<file path="src/rtl/chip8_instruction_execute_unit_assert.svh">
// Assertion macros for the instruction execute unit
`ifndef CHIP8_INSTRUCTION_EXECUTE_UNIT_ASSERT_SVH
`define CHIP8_INSTRUCTION_EXECUTE_UNIT_ASSERT_SVH
`ifndef ASSERT_OFF
// clocked check, disabled while reset is high
`define CHIP8_ASSERT_CLK(label, prop, msg) \
   label: assert property (@(posedge clock) disable iff (reset) prop) else $error(msg);
// clocked check that also holds during reset
`define CHIP8_ASSERT_RST(label, prop, msg) \
   label: assert property (@(posedge clock) prop) else $error(msg);
`else
`define CHIP8_ASSERT_CLK(label, prop, msg)
`define CHIP8_ASSERT_RST(label, prop, msg)
`endif
`endif

</file>
<file path="src/rtl/chip8ie_pkg.sv">
// Types and constants shared by the instruction execute unit
`timescale 1ns / 1ps
package chip8ie_pkg;

   // opcode high nibble
   typedef enum logic [3:0] {
      OP_SYS     = 4'h0,
      OP_JP      = 4'h1,
      OP_CALL    = 4'h2,
      OP_SE_IMM  = 4'h3,
      OP_SNE_IMM = 4'h4,
      OP_SE_REG  = 4'h5,
      OP_LD_IMM  = 4'h6,
      OP_ADD_IMM = 4'h7,
      OP_ALU     = 4'h8,
      OP_SNE_REG = 4'h9,
      OP_LD_I    = 4'hA,
      OP_JP_V0   = 4'hB,
      OP_RND     = 4'hC,
      OP_DRW     = 4'hD,
      OP_KEY     = 4'hE,
      OP_MISC    = 4'hF
   } op_group_type;

   // 8XYN sub-operations
   localparam logic [3:0] ALU_MOV  = 4'h0;
   localparam logic [3:0] ALU_OR   = 4'h1;
   localparam logic [3:0] ALU_AND  = 4'h2;
   localparam logic [3:0] ALU_XOR  = 4'h3;
   localparam logic [3:0] ALU_ADD  = 4'h4;
   localparam logic [3:0] ALU_SUB  = 4'h5;
   localparam logic [3:0] ALU_SHR  = 4'h6;
   localparam logic [3:0] ALU_SUBN = 4'h7;
   localparam logic [3:0] ALU_SHL  = 4'hE;

   // low-byte selectors
   localparam logic [7:0] NN_CLS      = 8'hE0;
   localparam logic [7:0] NN_SKP      = 8'h9E;
   localparam logic [7:0] NN_SKNP     = 8'hA1;
   localparam logic [7:0] NN_LD_DT    = 8'h07;
   localparam logic [7:0] NN_LD_KEY   = 8'h0A;
   localparam logic [7:0] NN_SET_DT   = 8'h15;
   localparam logic [7:0] NN_SET_ST   = 8'h18;
   localparam logic [7:0] NN_ADD_I    = 8'h1E;
   localparam logic [7:0] NN_BCD      = 8'h33;

   localparam logic [11:0] PC_RESET = 12'h200;
   localparam logic [11:0] PC_STEP  = 12'd2;

   // one accepted instruction
   typedef struct packed {
      logic [15:0] opcode;
      logic [3:0]  key_code;
      logic [7:0]  random_byte;
   } req_item_type;

   // architectural state outside the register file
   typedef struct packed {
      logic [11:0] pc;
      logic [11:0] index;
      logic [7:0]  delay_timer;
      logic [7:0]  sound_timer;
   } arch_state_type;

   // one result item
   typedef struct packed {
      logic [11:0] next_pc;
      logic [11:0] index_value;
      logic        bcd_write;
      logic [1:0]  bcd_hundreds;
      logic [3:0]  bcd_tens;
      logic [3:0]  bcd_ones;
      logic        clear_screen;
      logic [7:0]  delay_timer_value;
      logic [7:0]  sound_timer_value;
   } result_type;

   // register file write request: VX and the flag
   typedef struct packed {
      logic       reg_en;
      logic [3:0] reg_addr;
      logic [7:0] reg_data;
      logic       flag_en;
      logic       flag_data;
   } rf_wr_type;

endpackage

</file>
<file path="src/rtl/chip8ie_channels.sv">
// Handshake channel interfaces of the instruction execute unit
`timescale 1ns / 1ps
interface chip8ie_req_if;
   logic        valid;
   logic        ready;
   logic [15:0] opcode;
   logic [3:0]  key_code;
   logic [7:0]  random_byte;
   modport source (output valid, opcode, key_code, random_byte, input ready);
   modport sink (input valid, opcode, key_code, random_byte, output ready);
endinterface

interface chip8ie_rsp_if;
   logic        valid;
   logic        ready;
   logic [11:0] next_pc;
   logic [11:0] index_value;
   logic        bcd_write;
   logic [1:0]  bcd_hundreds;
   logic [3:0]  bcd_tens;
   logic [3:0]  bcd_ones;
   logic        clear_screen;
   logic [7:0]  delay_timer_value;
   logic [7:0]  sound_timer_value;
   modport source (output valid, next_pc, index_value, bcd_write, bcd_hundreds, bcd_tens,
                   bcd_ones, clear_screen, delay_timer_value, sound_timer_value,
                   input ready);
   modport sink (input valid, next_pc, index_value, bcd_write, bcd_hundreds, bcd_tens,
                 bcd_ones, clear_screen, delay_timer_value, sound_timer_value,
                 output ready);
endinterface

interface chip8ie_csr_if;
   logic        valid;
   logic        ready;
   logic [11:0] program_start;
   modport source (output valid, program_start, input ready);
   modport sink (input valid, program_start, output ready);
endinterface

</file>
<file path="src/rtl/chip8ie_regfile.sv">
// V register file: synchronous two-read memory, flag register and write forwarding
`timescale 1ns / 1ps
module chip8ie_regfile #(
   parameter int REGISTER_COUNT = 16
) (
   input  logic                              clock,
   input  logic                              reset,
   input  logic                              rd_en,
   input  logic [$clog2(REGISTER_COUNT)-1:0] rd_a_addr,
   input  logic [$clog2(REGISTER_COUNT)-1:0] rd_b_addr,
   input  chip8ie_pkg::rf_wr_type            wr,
   output logic [7:0]                        rd_a_data,
   output logic [7:0]                        rd_b_data
);

   localparam int AW = $clog2(REGISTER_COUNT);
   localparam logic [AW-1:0] FLAG_IDX = AW'(REGISTER_COUNT - 1);

   logic [7:0]              mem [REGISTER_COUNT];
   logic [REGISTER_COUNT-1:0] valid_ff;
   logic [7:0]              rd_a_raw_ff;
   logic [7:0]              rd_b_raw_ff;
   logic [AW-1:0]           rd_a_addr_ff;
   logic [AW-1:0]           rd_b_addr_ff;
   logic [7:0]              vf_ff;
   logic                    fwd_valid_ff;
   logic [AW-1:0]           fwd_addr_ff;
   logic [7:0]              fwd_data_ff;
   logic [AW-1:0]           wr_addr;
   logic                    mem_wr;

   // VF lives in its own register so one instruction needs one memory write
   assign wr_addr = wr.reg_addr[AW-1:0];
   assign mem_wr  = wr.reg_en && (wr_addr != FLAG_IDX);

   // memory: one write port, two registered read ports
   always_ff @(posedge clock) begin
      if (mem_wr) begin
         mem[wr_addr] <= wr.reg_data;
      end
      if (rd_en) begin
         rd_a_raw_ff  <= mem[rd_a_addr];
         rd_b_raw_ff  <= mem[rd_b_addr];
         rd_a_addr_ff <= rd_a_addr;
         rd_b_addr_ff <= rd_b_addr;
      end
   end

   // valid bits, flag register and last-write capture
   always_ff @(posedge clock) begin
      if (reset) begin
         valid_ff     <= '0;
         vf_ff        <= 8'd0;
         fwd_valid_ff <= 1'b0;
      end else begin
         if (mem_wr) begin
            valid_ff[wr_addr] <= 1'b1;
            fwd_valid_ff      <= 1'b1;
            fwd_addr_ff       <= wr_addr;
            fwd_data_ff       <= wr.reg_data;
         end
         // flag written last so it wins over VX when X is F
         if (wr.flag_en) begin
            vf_ff <= {7'd0, wr.flag_data};
         end else if (wr.reg_en && (wr_addr == FLAG_IDX)) begin
            vf_ff <= wr.reg_data;
         end
      end
   end

   // read that met a write in the same cycle takes the forwarded value
   function automatic logic [7:0] resolve(input logic [AW-1:0] addr,
                                          input logic [7:0]    raw,
                                          input logic [7:0]    vf,
                                          input logic          fwd_v,
                                          input logic [AW-1:0] fwd_a,
                                          input logic [7:0]    fwd_d,
                                          input logic          ent_v);
      logic [7:0] val;
      if (addr == FLAG_IDX) begin
         val = vf;
      end else if (fwd_v && (fwd_a == addr)) begin
         val = fwd_d;
      end else if (ent_v) begin
         val = raw;
      end else begin
         val = 8'd0;
      end
      return val;
   endfunction

   assign rd_a_data = resolve(rd_a_addr_ff, rd_a_raw_ff, vf_ff, fwd_valid_ff, fwd_addr_ff,
                              fwd_data_ff, valid_ff[rd_a_addr_ff]);
   assign rd_b_data = resolve(rd_b_addr_ff, rd_b_raw_ff, vf_ff, fwd_valid_ff, fwd_addr_ff,
                              fwd_data_ff, valid_ff[rd_b_addr_ff]);

endmodule

</file>
<file path="src/rtl/chip8ie_exec.sv">
// Instruction decode and execute: next PC, index, timers, BCD and register writes
`timescale 1ns / 1ps
module chip8ie_exec (
   input  chip8ie_pkg::req_item_type   item,
   input  logic [7:0]                  vx,
   input  logic [7:0]                  vy,
   input  chip8ie_pkg::arch_state_type state,
   output chip8ie_pkg::result_type     result,
   output chip8ie_pkg::rf_wr_type      wr
);

   // binary to BCD by shift-add-3, eight steps on a narrow word
   function automatic logic [9:0] to_bcd(input logic [7:0] bin);
      logic [17:0] sh;
      sh = {10'd0, bin};
      for (int i = 0; i < 8; i++) begin
         if (sh[11:8] >= 4'd5) begin
            sh[11:8] = sh[11:8] + 4'd3;
         end
         if (sh[15:12] >= 4'd5) begin
            sh[15:12] = sh[15:12] + 4'd3;
         end
         sh = {sh[16:0], 1'b0};
      end
      return sh[17:8];
   endfunction

   chip8ie_pkg::op_group_type group;
   logic [3:0]  x;
   logic [3:0]  n;
   logic [7:0]  nn;
   logic [11:0] nnn;
   logic [11:0] pc_base;
   logic        skip;
   logic [8:0]  sum9;
   logic [9:0]  bcd;

   assign group = chip8ie_pkg::op_group_type'(item.opcode[15:12]);
   assign x     = item.opcode[11:8];
   assign n     = item.opcode[3:0];
   assign nn    = item.opcode[7:0];
   assign nnn   = item.opcode[11:0];
   assign sum9  = {1'b0, vx} + {1'b0, vy};
   assign bcd   = to_bcd(vx);

   // decode and execute
   always_comb begin
      pc_base = state.pc + chip8ie_pkg::PC_STEP;
      skip    = 1'b0;
      wr      = '0;
      wr.reg_addr = x;
      result  = '0;
      result.index_value       = state.index;
      result.delay_timer_value = state.delay_timer;
      result.sound_timer_value = state.sound_timer;
      case (group)
         chip8ie_pkg::OP_SYS: begin
            result.clear_screen = (nn == chip8ie_pkg::NN_CLS);
         end
         chip8ie_pkg::OP_JP: begin
            pc_base = nnn;
         end
         chip8ie_pkg::OP_SE_IMM:  skip = (vx == nn);
         chip8ie_pkg::OP_SNE_IMM: skip = (vx != nn);
         chip8ie_pkg::OP_SE_REG:  skip = (vx == vy);
         chip8ie_pkg::OP_SNE_REG: skip = (vx != vy);
         chip8ie_pkg::OP_LD_IMM: begin
            wr.reg_en   = 1'b1;
            wr.reg_data = nn;
         end
         chip8ie_pkg::OP_ADD_IMM: begin
            wr.reg_en   = 1'b1;
            wr.reg_data = vx + nn;
         end
         chip8ie_pkg::OP_ALU: begin
            case (n)
               chip8ie_pkg::ALU_MOV: begin
                  wr.reg_en   = 1'b1;
                  wr.reg_data = vy;
               end
               chip8ie_pkg::ALU_OR: begin
                  wr.reg_en   = 1'b1;
                  wr.reg_data = vx | vy;
               end
               chip8ie_pkg::ALU_AND: begin
                  wr.reg_en   = 1'b1;
                  wr.reg_data = vx & vy;
               end
               chip8ie_pkg::ALU_XOR: begin
                  wr.reg_en   = 1'b1;
                  wr.reg_data = vx ^ vy;
               end
               chip8ie_pkg::ALU_ADD: begin
                  wr.reg_en    = 1'b1;
                  wr.reg_data  = sum9[7:0];
                  wr.flag_en   = 1'b1;
                  wr.flag_data = sum9[8];
               end
               chip8ie_pkg::ALU_SUB: begin
                  wr.reg_en    = 1'b1;
                  wr.reg_data  = vx - vy;
                  wr.flag_en   = 1'b1;
                  wr.flag_data = (vx >= vy);
               end
               chip8ie_pkg::ALU_SHR: begin
                  wr.reg_en    = 1'b1;
                  wr.reg_data  = {1'b0, vx[7:1]};
                  wr.flag_en   = 1'b1;
                  wr.flag_data = vx[0];
               end
               chip8ie_pkg::ALU_SUBN: begin
                  wr.reg_en    = 1'b1;
                  wr.reg_data  = vy - vx;
                  wr.flag_en   = 1'b1;
                  wr.flag_data = (vy >= vx);
               end
               chip8ie_pkg::ALU_SHL: begin
                  wr.reg_en    = 1'b1;
                  wr.reg_data  = {vx[6:0], 1'b0};
                  wr.flag_en   = 1'b1;
                  wr.flag_data = vx[7];
               end
               default: begin
               end
            endcase
         end
         chip8ie_pkg::OP_LD_I: begin
            result.index_value = nnn;
         end
         chip8ie_pkg::OP_JP_V0: begin
            // read port A carries V0 for this group
            pc_base = nnn + {4'd0, vx};
         end
         chip8ie_pkg::OP_RND: begin
            wr.reg_en   = 1'b1;
            wr.reg_data = item.random_byte & nn;
         end
         chip8ie_pkg::OP_KEY: begin
            if (nn == chip8ie_pkg::NN_SKP) begin
               skip = (vx == {4'd0, item.key_code});
            end else if (nn == chip8ie_pkg::NN_SKNP) begin
               skip = (vx != {4'd0, item.key_code});
            end
         end
         chip8ie_pkg::OP_MISC: begin
            case (nn)
               chip8ie_pkg::NN_LD_DT: begin
                  wr.reg_en   = 1'b1;
                  wr.reg_data = state.delay_timer;
               end
               chip8ie_pkg::NN_LD_KEY: begin
                  wr.reg_en   = 1'b1;
                  wr.reg_data = {4'd0, item.key_code};
               end
               chip8ie_pkg::NN_SET_DT: result.delay_timer_value = vx;
               chip8ie_pkg::NN_SET_ST: result.sound_timer_value = vx;
               chip8ie_pkg::NN_ADD_I: begin
                  result.index_value = state.index + {4'd0, vx};
               end
               chip8ie_pkg::NN_BCD: begin
                  result.bcd_write    = 1'b1;
                  result.bcd_hundreds = bcd[9:8];
                  result.bcd_tens     = bcd[7:4];
                  result.bcd_ones     = bcd[3:0];
               end
               default: begin
               end
            endcase
         end
         default: begin
         end
      endcase
      result.next_pc = skip ? (pc_base + chip8ie_pkg::PC_STEP) : pc_base;
   end

endmodule

</file>
<file path="src/rtl/chip8_instruction_execute_unit.sv">
// Top level of the CHIP-8 instruction execute unit
//
// channel   direction  transfer when        payload
// req_chan  in         valid && ready       opcode, key_code, random_byte
// rsp_chan  out        valid && ready       next_pc, index, BCD digits, clear, timers
// csr_chan  in         valid && ready       program_start (also reloads the PC)
//
// One instruction per cycle sustained while rsp_chan is not stalled. The V registers
// are read from the register file memory at the transfer edge, as the instruction
// enters the execute stage register; it executes from there into the output register.
// A write-forwarding register covers a read that meets the previous write.
// Reset clears the register file valid bits at once, with no clearing pass.
// While the output register waits, the execute stage holds and req ready drops
// only when that stage is also full.
`timescale 1ns / 1ps
`include "chip8_instruction_execute_unit_assert.svh"
module chip8_instruction_execute_unit #(
   parameter int REGISTER_COUNT = 16
) (
   input logic           clock,
   input logic           reset,
   chip8ie_req_if.sink   req_chan,
   chip8ie_rsp_if.source rsp_chan,
   chip8ie_csr_if.sink   csr_chan
);

   localparam int AW = $clog2(REGISTER_COUNT);

   logic                        req_xfer;
   logic                        exec;
   logic                        s1_valid_ff;
   chip8ie_pkg::req_item_type   s1_item_ff;
   chip8ie_pkg::arch_state_type state_ff;
   chip8ie_pkg::result_type     result;
   chip8ie_pkg::result_type     rsp_result_ff;
   logic                        rsp_valid_ff;
   chip8ie_pkg::rf_wr_type      exec_wr;
   chip8ie_pkg::rf_wr_type      rf_wr;
   logic [AW-1:0]               rd_a_addr;
   logic [AW-1:0]               rd_b_addr;
   logic [7:0]                  rd_a_data;
   logic [7:0]                  rd_b_data;

   // handshake
   assign exec           = s1_valid_ff && (!rsp_valid_ff || rsp_chan.ready);
   assign req_chan.ready = !s1_valid_ff || exec;
   assign req_xfer       = req_chan.valid && req_chan.ready;
   assign csr_chan.ready = 1'b1;

   // operand addresses: BNNN reads V0 on port A
   assign rd_a_addr = (chip8ie_pkg::op_group_type'(req_chan.opcode[15:12]) ==
                       chip8ie_pkg::OP_JP_V0) ? '0 : req_chan.opcode[8+AW-1:8];
   assign rd_b_addr = req_chan.opcode[4+AW-1:4];

   // register writes only from an executing instruction
   always_comb begin
      rf_wr         = exec_wr;
      rf_wr.reg_en  = exec_wr.reg_en && exec;
      rf_wr.flag_en = exec_wr.flag_en && exec;
   end

   chip8ie_regfile #(
      .REGISTER_COUNT(REGISTER_COUNT)
   ) u_regfile (
      .clock     (clock),
      .reset     (reset),
      .rd_en     (req_xfer),
      .rd_a_addr (rd_a_addr),
      .rd_b_addr (rd_b_addr),
      .wr        (rf_wr),
      .rd_a_data (rd_a_data),
      .rd_b_data (rd_b_data)
   );

   chip8ie_exec u_exec (
      .item   (s1_item_ff),
      .vx     (rd_a_data),
      .vy     (rd_b_data),
      .state  (state_ff),
      .result (result),
      .wr     (exec_wr)
   );

   // execute stage holding register
   always_ff @(posedge clock) begin
      if (reset) begin
         s1_valid_ff <= 1'b0;
      end else if (req_chan.ready) begin
         s1_valid_ff <= req_chan.valid;
      end
      if (req_xfer) begin
         s1_item_ff.opcode      <= req_chan.opcode;
         s1_item_ff.key_code    <= req_chan.key_code;
         s1_item_ff.random_byte <= req_chan.random_byte;
      end
   end

   // PC, index and timers; a configuration write restarts the PC
   always_ff @(posedge clock) begin
      if (reset) begin
         state_ff.pc          <= chip8ie_pkg::PC_RESET;
         state_ff.index       <= '0;
         state_ff.delay_timer <= '0;
         state_ff.sound_timer <= '0;
      end else if (csr_chan.valid) begin
         state_ff.pc <= csr_chan.program_start;
      end else if (exec) begin
         state_ff.pc          <= result.next_pc;
         state_ff.index       <= result.index_value;
         state_ff.delay_timer <= result.delay_timer_value;
         state_ff.sound_timer <= result.sound_timer_value;
      end
   end

   // output register
   always_ff @(posedge clock) begin
      if (reset) begin
         rsp_valid_ff <= 1'b0;
      end else if (exec) begin
         rsp_valid_ff <= 1'b1;
      end else if (rsp_chan.ready) begin
         rsp_valid_ff <= 1'b0;
      end
      if (exec) begin
         rsp_result_ff <= result;
      end
   end

   assign rsp_chan.valid             = rsp_valid_ff;
   assign rsp_chan.next_pc           = rsp_result_ff.next_pc;
   assign rsp_chan.index_value       = rsp_result_ff.index_value;
   assign rsp_chan.bcd_write         = rsp_result_ff.bcd_write;
   assign rsp_chan.bcd_hundreds      = rsp_result_ff.bcd_hundreds;
   assign rsp_chan.bcd_tens          = rsp_result_ff.bcd_tens;
   assign rsp_chan.bcd_ones          = rsp_result_ff.bcd_ones;
   assign rsp_chan.clear_screen      = rsp_result_ff.clear_screen;
   assign rsp_chan.delay_timer_value = rsp_result_ff.delay_timer_value;
   assign rsp_chan.sound_timer_value = rsp_result_ff.sound_timer_value;

   // checks
   `CHIP8_ASSERT_CLK(a_exec_fills_output, exec |=> rsp_valid_ff, "executed result not presented")
   `CHIP8_ASSERT_CLK(a_blocked_no_accept, (s1_valid_ff && rsp_valid_ff && !rsp_chan.ready) |-> !req_chan.ready, "transfer accepted into a blocked stage")
   `CHIP8_ASSERT_CLK(a_bcd_clear_exclusive, rsp_valid_ff |-> !(rsp_result_ff.bcd_write && rsp_result_ff.clear_screen), "BCD and clear in one result")
   `CHIP8_ASSERT_CLK(a_digits_idle_zero, (rsp_valid_ff && !rsp_result_ff.bcd_write) |-> (rsp_result_ff.bcd_hundreds == 2'd0 && rsp_result_ff.bcd_tens == 4'd0 && rsp_result_ff.bcd_ones == 4'd0), "BCD digits set without a BCD request")
   `CHIP8_ASSERT_RST(a_reset_empties, $past(reset) |-> (!s1_valid_ff && !rsp_valid_ff), "pipeline not empty after reset")

endmodule

</file>
<file path="src/flat_wrapper.sv">
// flat-port wrapper written by rule: the top's interface ports become plain ports
module chip8_instruction_execute_unit_flat 
#(
   parameter int REGISTER_COUNT = 16
)
  (clock, reset, req_chan_valid, req_chan_opcode, req_chan_key_code, req_chan_random_byte, req_chan_ready, rsp_chan_valid, rsp_chan_next_pc, rsp_chan_index_value, rsp_chan_bcd_write, rsp_chan_bcd_hundreds, rsp_chan_bcd_tens, rsp_chan_bcd_ones, rsp_chan_clear_screen, rsp_chan_delay_timer_value, rsp_chan_sound_timer_value, rsp_chan_ready, csr_chan_valid, csr_chan_program_start, csr_chan_ready);
  chip8ie_req_if req_chan_i ();
  chip8ie_rsp_if rsp_chan_i ();
  chip8ie_csr_if csr_chan_i ();
  input logic clock;
  input logic reset;
  input wire logic [$bits(req_chan_i.valid)-1:0] req_chan_valid;
  input wire logic [$bits(req_chan_i.opcode)-1:0] req_chan_opcode;
  input wire logic [$bits(req_chan_i.key_code)-1:0] req_chan_key_code;
  input wire logic [$bits(req_chan_i.random_byte)-1:0] req_chan_random_byte;
  output wire logic [$bits(req_chan_i.ready)-1:0] req_chan_ready;
  output wire logic [$bits(rsp_chan_i.valid)-1:0] rsp_chan_valid;
  output wire logic [$bits(rsp_chan_i.next_pc)-1:0] rsp_chan_next_pc;
  output wire logic [$bits(rsp_chan_i.index_value)-1:0] rsp_chan_index_value;
  output wire logic [$bits(rsp_chan_i.bcd_write)-1:0] rsp_chan_bcd_write;
  output wire logic [$bits(rsp_chan_i.bcd_hundreds)-1:0] rsp_chan_bcd_hundreds;
  output wire logic [$bits(rsp_chan_i.bcd_tens)-1:0] rsp_chan_bcd_tens;
  output wire logic [$bits(rsp_chan_i.bcd_ones)-1:0] rsp_chan_bcd_ones;
  output wire logic [$bits(rsp_chan_i.clear_screen)-1:0] rsp_chan_clear_screen;
  output wire logic [$bits(rsp_chan_i.delay_timer_value)-1:0] rsp_chan_delay_timer_value;
  output wire logic [$bits(rsp_chan_i.sound_timer_value)-1:0] rsp_chan_sound_timer_value;
  input wire logic [$bits(rsp_chan_i.ready)-1:0] rsp_chan_ready;
  input wire logic [$bits(csr_chan_i.valid)-1:0] csr_chan_valid;
  input wire logic [$bits(csr_chan_i.program_start)-1:0] csr_chan_program_start;
  output wire logic [$bits(csr_chan_i.ready)-1:0] csr_chan_ready;
  assign req_chan_i.valid = req_chan_valid;
  assign req_chan_i.opcode = req_chan_opcode;
  assign req_chan_i.key_code = req_chan_key_code;
  assign req_chan_i.random_byte = req_chan_random_byte;
  assign req_chan_ready = req_chan_i.ready;
  assign rsp_chan_valid = rsp_chan_i.valid;
  assign rsp_chan_next_pc = rsp_chan_i.next_pc;
  assign rsp_chan_index_value = rsp_chan_i.index_value;
  assign rsp_chan_bcd_write = rsp_chan_i.bcd_write;
  assign rsp_chan_bcd_hundreds = rsp_chan_i.bcd_hundreds;
  assign rsp_chan_bcd_tens = rsp_chan_i.bcd_tens;
  assign rsp_chan_bcd_ones = rsp_chan_i.bcd_ones;
  assign rsp_chan_clear_screen = rsp_chan_i.clear_screen;
  assign rsp_chan_delay_timer_value = rsp_chan_i.delay_timer_value;
  assign rsp_chan_sound_timer_value = rsp_chan_i.sound_timer_value;
  assign rsp_chan_i.ready = rsp_chan_ready;
  assign csr_chan_i.valid = csr_chan_valid;
  assign csr_chan_i.program_start = csr_chan_program_start;
  assign csr_chan_ready = csr_chan_i.ready;
  chip8_instruction_execute_unit #(.REGISTER_COUNT(REGISTER_COUNT)) u_core (.clock(clock), .reset(reset), .req_chan(req_chan_i), .rsp_chan(rsp_chan_i), .csr_chan(csr_chan_i));
endmodule
</file>
<file path="config.mk">
export PLATFORM = sky130hd
export DESIGN_NAME = chip8_instruction_execute_unit_flat
export DESIGN_NICKNAME = d
export VERILOG_FILES = /design/src/rtl/chip8ie_pkg.sv /design/src/rtl/chip8ie_channels.sv /design/src/rtl/chip8ie_regfile.sv /design/src/rtl/chip8ie_exec.sv /design/src/rtl/chip8_instruction_execute_unit.sv /design/src/flat_wrapper.sv
export VERILOG_INCLUDE_DIRS = /design/src /design/src/rtl
export SDC_FILE = /design/constraint.sdc
export NUM_CORES = 1
export LEC_CHECK = 0
export ABC_AREA = 0
export ABC_CLOCK_PERIOD_IN_PS = 17470
export BUFFER_PORTS_ARGS = -buffer_cell sky130_fd_sc_hd__buf_2
export CORE_MARGIN = 2
export CORE_UTILIZATION = 50
export CTS_CLUSTER_DIAMETER = 150
export DETAILED_ROUTE_END_ITERATION = 8
export GPL_TIMING_DRIVEN = 1
export PLACE_DENSITY = 0.65
export RECOVER_POWER = 50
export SETUP_SLACK_MARGIN = 0.02
export SLEW_MARGIN = 20
export SYNTH_ARGS = -nofsm -noshare
export SYNTH_HDL_FRONTEND = slang
export SYNTH_SLANG_ARGS = --single-unit
</file>
<file path="constraint.sdc">
create_clock -name clock -period 17.47 [get_ports clock]
set_input_delay 3.494 -clock clock [delete_from_list [all_inputs] [get_ports clock]]
set_output_delay 3.494 -clock clock [all_outputs]
set_load 0.02 [all_outputs]
</file>
==> impl_metrics.tcl, run 1 <==
set metrics [dict create \
    outcome "finished, violations left" \
    failed_checks "max-capacitance violations, max-slew violations" \
    synth-seq-area-share 0.480 \
    rsz0062_at_grt "false" \
    ir_worst_vdd_uv 84.8 \
    worst_pin_slew_ns 3.59 \
    die_area_um2 37200 \
    synth_cell_type_count 96 \
    drive_gt1_frac 0.127 \
    pin_count 100 \
    yosys.area.top_type "edfxtp_1" \
    die_w_um 193 \
    p_sw_mw 0.459 \
    cp.required_ns 17.83 \
    synthSimpleGateAreaFrac 0.138 \
    min_path_cells 2 \
    yosys-top-cells-area "edfxtp_1 (40%), dfxtp_1 (7.5%), mux4_2 (6.1%), ha_1 (4.1%), nand2_1 (3.9%)" \
    cts-root-buf "clkbuf_16" \
    drc 0 \
    crit_buf_inv 2 \
    yosysTopAreaCellShare 0.405 \
    clock_skew_ns 0.0258 \
    rows 69 \
    track_usage 0.287 \
    worstPathArrival_ns 9.93 \
    dp_cells 2176 \
    crit_type "reg2reg" \
    ys.flop_type "edfxtp_1" \
    max_cap_viol_count 8 \
    core_area_um2 35300 \
    post-place-ws_ns 9.43 \
    max_freq_ghz 0.104 \
    crit_slowest_cell "o31ai_1" \
    tns_ns 0 \
    synth_warnings 0 \
    cts_tree "built" \
    r2r_start "u_core.u_regfile.rd_a_addr_ff[2]" \
    grt_pass1_wl_mm 80.6 \
    grt_max_degree 67 \
    p_comb_frac 0.128 \
    reg2reg_to "u_core.rsp_chan.bcd_tens[2]" \
    critPathMaxFanout 12 \
    start_util 0.504 \
    synth_top_family_by_area "compound AO/OA/AOI/OAI gates" \
    grt_pass1_vias 14100 \
    synthMuxAreaShare 0.107 \
    post_cts_buffers 0 \
    drt_iter0_markers 1584 \
    p_int_mw 1.27 \
    finalHoldViolations 0 \
    holdPathEnd "u_core.state_ff[7]" \
    holdBufCountCts 0 \
    report.final.slew_viol_count 361 \
    cpPeakStageDelay_ns 1.11 \
    leakage_nw 6.87 \
    antenna_cells 0 \
    numCtsBuffers 34 \
    clk_latency_ns 0.56 \
    wl_per_cell_um 23.6 \
    fillers 3113 \
    synthXorXnorAreaFrac 0.0211 \
    power_density_nw_per_um2 87.7 \
    vias 14300 \
    hp-class "reg2reg" \
    fin_nets 1859 \
    globalplace.congestion 0.961 \
    synth_edf_count 240 \
    cts_sinks 307 \
    seq_power_share 0.479 \
    pwr-share-clk 0.393 \
    cts_buffer_depth 3 \
    crit_path_start_kind "flop" \
    netlist_instances 1675 \
    dr.pass1.iters 6 \
    clk_pin_slew_ns 0.06 \
    cts-resized-gates 0 \
    timing.hold.ws_ns 0.456 \
    port_buffers 98 \
    critPathCaptureType "flop" \
    dpl.hpwl_mm 36.4 \
    path_delay_family "compound AO/OA/AOI/OAI gates" \
    vias_per_cell 6.39 \
    ant_nets 0 \
    async_flop_share 0 \
    htree_levels 2 \
    synthAdderAreaFrac 0.0464 \
    synth_compound_area_frac 0.172 \
    area_delta_synth_final_pct 10.7 \
    reg2reg_setup_slack_ns 7.90 \
    slew_headroom -1.40 \
    synth_area_um2 17800 \
    ys_seq_elements 307 \
    worstHoldStart "u_core.state_ff[7]" \
    reg2reg_depth 27 \
    globalRouteOverflowTotal 0 \
    finalWirelength_mm 52.8 \
    period_share 0.548 \
    setup_ws_ns 7.90 \
    final_cells 2237 \
    setup_viol 0 \
    swShare 0.266 \
    syn_area_per_cell_um2 10.6 \
    antenna_found_initial 0 \
    fin_crit_ns 9.57 \
    fp.dieH_um 193 \
    p_total_mw 1.73 \
]
## state kept, by name (all words and copies together) (netlist names), 8 cells and up
name and cells:
u_core.s1_item_ff 28, u_core.u_regfile.fwd_data_ff 8, u_core.rsp_chan.index_value 12, u_core.u_regfile.vf_ff 8, u_core.rsp_chan.next_pc 12, u_core.u_regfile.rd_b_raw_ff 8, u_core.u_regfile.valid_ff 16, u_core.state_ff 40
u_core.rsp_chan.sound_timer_value 8, u_core.u_regfile.rd_a_raw_ff 8, u_core.u_regfile.mem 128, u_core.rsp_chan.delay_timer_value 8
## stage by stage
step | cell area, um^2 | util
2_1_floorplan | 17800 | -
6_report | 19700 | 0.558
4_1_cts | 19900 | 0.562
3_5_place_dp | 18800 | 0.533
3_3_place_gp | 18800 | 0.533
5_1_grt | 19700 | 0.558
## power groups by stage
stage | clock network [mW] | registers (mW) | logic (mW)
finish | 0.680 | 0.827 | 0.221
global route | 0.720 | 0.829 | 0.239
floorplan | 0 | 0.838 | 0.151
detailed placement | 0 | 0.841 | 0.218
CTS | 0.689 | 0.825 | 0.219
global placement | 0 | 0.840 | 0.215
## layout by cell type, fill, tap and decap left out, drive strengths merged, types with 9 or more instances in the layout
cell type / count
nand2: 188
nor4b: 9
o31ai: 10
clkinv: 16
mux2: 34
nand2b: 17
conb: 9
a221o: 11
nand3: 40
nor2b: 16
and3: 24
inv: 60
a221oi: 21
o22ai: 15
mux2i: 41
o211ai: 19
a21oi: 128
a22oi: 13
nor3b: 12
a211oi: 9
o221ai: 11
or3: 9
xnor2: 30
a21o: 19
buf: 59
a31oi: 9
o21ai: 118
clkbuf: 119
xor2: 13
o21bai: 10
nor2: 110
edfxtp: 240
o21a: 15
nor4: 11
nor3: 33
ha: 58
mux4: 48
dfxtp: 67
or2: 12
## Yosys cell counts (all sizes together), types with 15 or more instances
| library cell | n |
|---|---|
| inv | 59 |
| o21ai | 118 |
| dfxtp | 67 |
| a221oi | 21 |
| o21a | 15 |
| mux2 | 34 |
| mux2i | 41 |
| a21o | 19 |
| mux4 | 48 |
| o211ai | 19 |
| xnor2 | 30 |
| nand2b | 17 |
| clkbuf | 77 |
| edfxtp | 240 |
| nor2b | 16 |
| o22ai | 15 |
| a21oi | 128 |
| nand2 | 188 |
| and3 | 24 |
| nor3 | 33 |
| nor2 | 110 |
| nand3 | 40 |
| ha | 58 |
| buf | 23 |
## kinds of logic after synthesis
kind of cell	after synthesis
muxes	123
DFF	307
buffers and inverters	162
other	2
and+or+nand+nor	511
AOI/OAI and AO/OA	464
xor gates and xnor gates	43
adders and majority gates	63
## worst min-delay path, stage by stage, from the launching register on
cell and delay (ns):
dfxtp_1 0.31, nand2_1 0.05, a21oi_1 0.05
## how the worst max path moves through the flow
stage | start | depth (start not counted) | end
floorplan | rsp_chan_ready | 2 | req_chan_ready
global placement | u_core.u_regfile.rd_a_addr_ff[2] | 27 | u_core.rsp_chan.bcd_tens[2]
detailed placement | u_core.u_regfile.rd_a_addr_ff[3] | 27 | u_core.rsp_chan.bcd_tens[2]
CTS | u_core.u_regfile.rd_a_addr_ff[3] | 27 | u_core.rsp_chan.bcd_tens[2]
global route | u_core.u_regfile.rd_a_addr_ff[2] | 26 | u_core.rsp_chan.bcd_tens[2]
finish | u_core.u_regfile.rd_a_addr_ff[2] | 27 | u_core.rsp_chan.bcd_tens[2]
## layer usage
layer / global-route usage / vias to the layer above / part of all wire
li1: - / 6494 / -
met1: 0.374 / 7027 / 0.41
met2: 0.474 / 624 / 0.48
met3: 0.0424 / 151 / 0.067
met4: 0.129 / 0 / 0.043
met5: 0 / - / 0
## area by class of cell
type,count,area [um^2],area share
clock buffers,45,942,0.0478
clock inverters,16,106,0.00540
inverters,62,234,0.0119
multi-input cells,1213,8670,0.440
flip-flops and latches,307,8550,0.434
well taps,461,577,0.0293
repair buffers,133,633,0.0321
Power figures use the tool's default switching activity.
==> run 2: changes to the inputs <==
--- a/config.mk
+++ b/config.mk
@@ -6,15 +6,15 @@
 export SDC_FILE = /design/constraint.sdc
 export NUM_CORES = 1
 export LEC_CHECK = 0
-export ABC_AREA = 0
-export ABC_CLOCK_PERIOD_IN_PS = 17470
+export ABC_AREA = 1
+export ABC_CLOCK_PERIOD_IN_PS = 8400
 export BUFFER_PORTS_ARGS = -buffer_cell sky130_fd_sc_hd__buf_2
 export CORE_MARGIN = 2
 export CORE_UTILIZATION = 50
 export CTS_CLUSTER_DIAMETER = 150
 export DETAILED_ROUTE_END_ITERATION = 8
 export GPL_TIMING_DRIVEN = 1
-export PLACE_DENSITY = 0.65
+export PLACE_DENSITY = 0.68
 export RECOVER_POWER = 50
 export SETUP_SLACK_MARGIN = 0.02
 export SLEW_MARGIN = 20
==> constraint.sdc (replaced) <==
create_clock -name clock -period 8.4 [get_ports clock]
set_input_delay 1.68 -clock clock [delete_from_list [all_inputs] [get_ports clock]]
set_output_delay 1.68 -clock clock [all_outputs]
set_load 0.02 [all_outputs]
==> impl_metrics.tcl, run 2 <==
set metrics [dict create \
    ys_seq_elements 307 \
    synth_warnings 0 \
    crit_type "in2reg" \
    htree_levels 2 \
    antenna_found_initial 0 \
    utilization 0.565 \
    async_flop_share 0 \
    layout_commonest_cell "nand2_1" \
    critPathCaptureType "flop" \
    rows 68 \
    holdBufCountCts 0 \
    globalRouteOverflowTotal 0 \
    post-place-ws_ns 2.81 \
    dpl.hpwl_mm 39.8 \
    hp-class "reg2reg" \
    die_area_um2 36900 \
    reg2reg_setup_slack_ns 1.63 \
    synthTopCellsByCount "nand2_1 (324), inv_1 (313), o21ai_0 (250)" \
    yosys.cell_count.top_type "nand2_1" \
    yosys.area.top_type "edfxtp_1" \
    cp.required_ns 8.67 \
    grt_max_degree 78 \
    clock_skew_ns 0.0177 \
    worstHoldStart "u_core.u_regfile.valid_ff[2]" \
    drc 0 \
    final_cells 2660 \
    yosys-top-cells-area "edfxtp_1 (41%), dfxtp_1 (7.6%), o21ai_0 (7.1%), nand2_1 (6.9%), inv_1 (6.6%)" \
    cts_buffer_depth 3 \
    cts_sinks 307 \
    netlist_instances 2092 \
    synth_edf_count 240 \
    vias_per_cell 5.88 \
    worstPathArrival_ns 7.10 \
    rsz0062_at_grt "false" \
    dr.pass1.iters 6 \
    clk_pin_slew_ns 0.06 \
    fp.dieH_um 192 \
    port_buffers 98 \
    max_cap_viol_count 9 \
    syn_area_per_cell_um2 8.46 \
    reg2reg_depth 16 \
    area_delta_synth_final_pct 10.8 \
    pin_count 100 \
    failed_checks "max-capacitance violations, max-slew violations" \
    cts-resized-gates 0 \
    min_path_cells 1 \
    regMostFlops "u_core.u_regfile.mem" \
    crit_path_start_kind "input port" \
    start_util 0.510 \
    vias 15600 \
    setup_ws_ns 1.56 \
    placed_area_um2 18700 \
    slew_headroom -1.20 \
    grt_pass1_vias 14800 \
    final_area_um2 19600 \
    grt_pass1_wl_mm 84.7 \
    final_cell_mix "nand2_1 (324), inv_1 (312), o21ai_0 (247)" \
    clk_latency_ns 0.57 \
    synth-seq-area-share 0.483 \
    outcome "finished, violations left" \
    drive_gt1_frac 0.0712 \
    finalWirelength_mm 56.3 \
    ys.flop_type "edfxtp_1" \
    reg2reg_to "u_core.u_regfile.vf_ff[5]" \
    dp_cells 2598 \
    report.final.slew_viol_count 388 \
    worst_pin_slew_ns 3.30 \
    cts_tree "built" \
    largest_reg_flops 128 \
    leakage_nw 8.10 \
    finalHoldViolations 0 \
    ir_worst_vdd_uv 198 \
    ant_nets 0 \
    power_density_nw_per_um2 198 \
    max_freq_ghz 0.146 \
    setup_viol 0 \
    post_cts_buffers 0 \
    fin_nets 2288 \
    wl_per_cell_um 21.2 \
    fin_crit_ns 6.84 \
    numCtsBuffers 35 \
    holdPathEnd "u_core.u_regfile.valid_ff[2]" \
    globalplace.congestion 0.975 \
    antenna_cells 0 \
    synth_area_um2 17700 \
    drt_iter0_markers 1397 \
    reg_top3 "u_core.u_regfile.mem x128, u_core.state_ff x40, u_core.s1_item_ff x28" \
    core_area_um2 34700 \
    track_usage 0.305 \
    yosysTopAreaCellShare 0.407 \
    cts-root-buf "clkbuf_16" \
    synth_cell_type_count 59 \
    critPathMaxFanout 46 \
    r2r_start "u_core.u_regfile.rd_a_addr_ff[0]" \
    period_share 0.814 \
    die_w_um 192 \
    tns_ns 0 \
]
## run 2: power breakdown
part / total [mW] / leakage (nW) / internal (mW) / switching [mW]
logic: 0.689 / 4.81 / 0.199 / 0.490
registers: 1.73 / 2.76 / 1.70 / 0.0318
clock network: 1.46 / 0.527 / 0.829 / 0.633
total: 3.88 / 8.10 / 2.73 / 1.15
## run 2: layout make-up
cell class	instances	area [um^2]
sequential	307	8550
multi-input combinational	1386	7650
fill	3163	15100
timing repair buffer	121	542
inverter	329	1240
clock buffer	45	943
clock inverter	17	129
tap	455	569
## run 2: cells by family after synthesis
kind of cell	after synthesis	share of synthesized area
and+or+nand+nor	643	0.155
AOI/OAI and AO/OA	629	0.206
buffers and inverters	406	0.0876
DFF	307	0.483
adders and majority gates	63	0.0466
xor gates and xnor gates	28	0.0138
muxes	14	0.00791
other	2	0.000424
## run 2: through the flow
step	hold slack, ns	total power [mW]
after CTS	0.469	3.89
after global routing	0.486	4.04
final	0.467	3.88
after floorplan	0.429	2.23
after global placement	0.450	2.42
after detailed placement	0.455	2.43
## run 2: worst max-delay path: stages
cell and delay (ns):
clkbuf_1 0.80, inv_1 0.63, nor2_2 0.21, clkbuf_1 1.25, clkinv_1 0.89, buf_4 0.51, o21ai_0 0.20, a21oi_1 0.06
o311ai_0 0.69, nand2_1 0.12
## run 2: metal layers
layer / GRT usage / part of all wire / vias up
met3: 0.0488 / 0.070 / 173
met1: 0.384 / 0.40 / 7329
met2: 0.503 / 0.47 / 758
li1: - / - / 7379
met4: 0.162 / 0.054 / 0
met5: 0 / 0 / -
## run 2: how the worst max path moves through the flow
stage	end	slack, ns	cells past startpoint	startpoint
2_1_floorplan	u_core.u_regfile.vf_ff[5]	3.96	22	u_core.u_regfile.rd_a_addr_ff[0]
3_3_place_gp	u_core.state_ff[38]	2.82	34	u_core.u_regfile.rd_a_addr_ff[0]
3_5_place_dp	u_core.state_ff[38]	2.81	34	u_core.u_regfile.rd_a_addr_ff[0]
4_1_cts	u_core.state_ff[38]	2.79	34	u_core.u_regfile.rd_a_addr_ff[0]
5_1_grt	u_core.u_regfile.vf_ff[5]	1.12	18	u_core.u_regfile.rd_a_addr_ff[0]
6_report	u_core.u_regfile.rd_a_raw_ff[4]	1.56	10	req_chan_opcode[8]
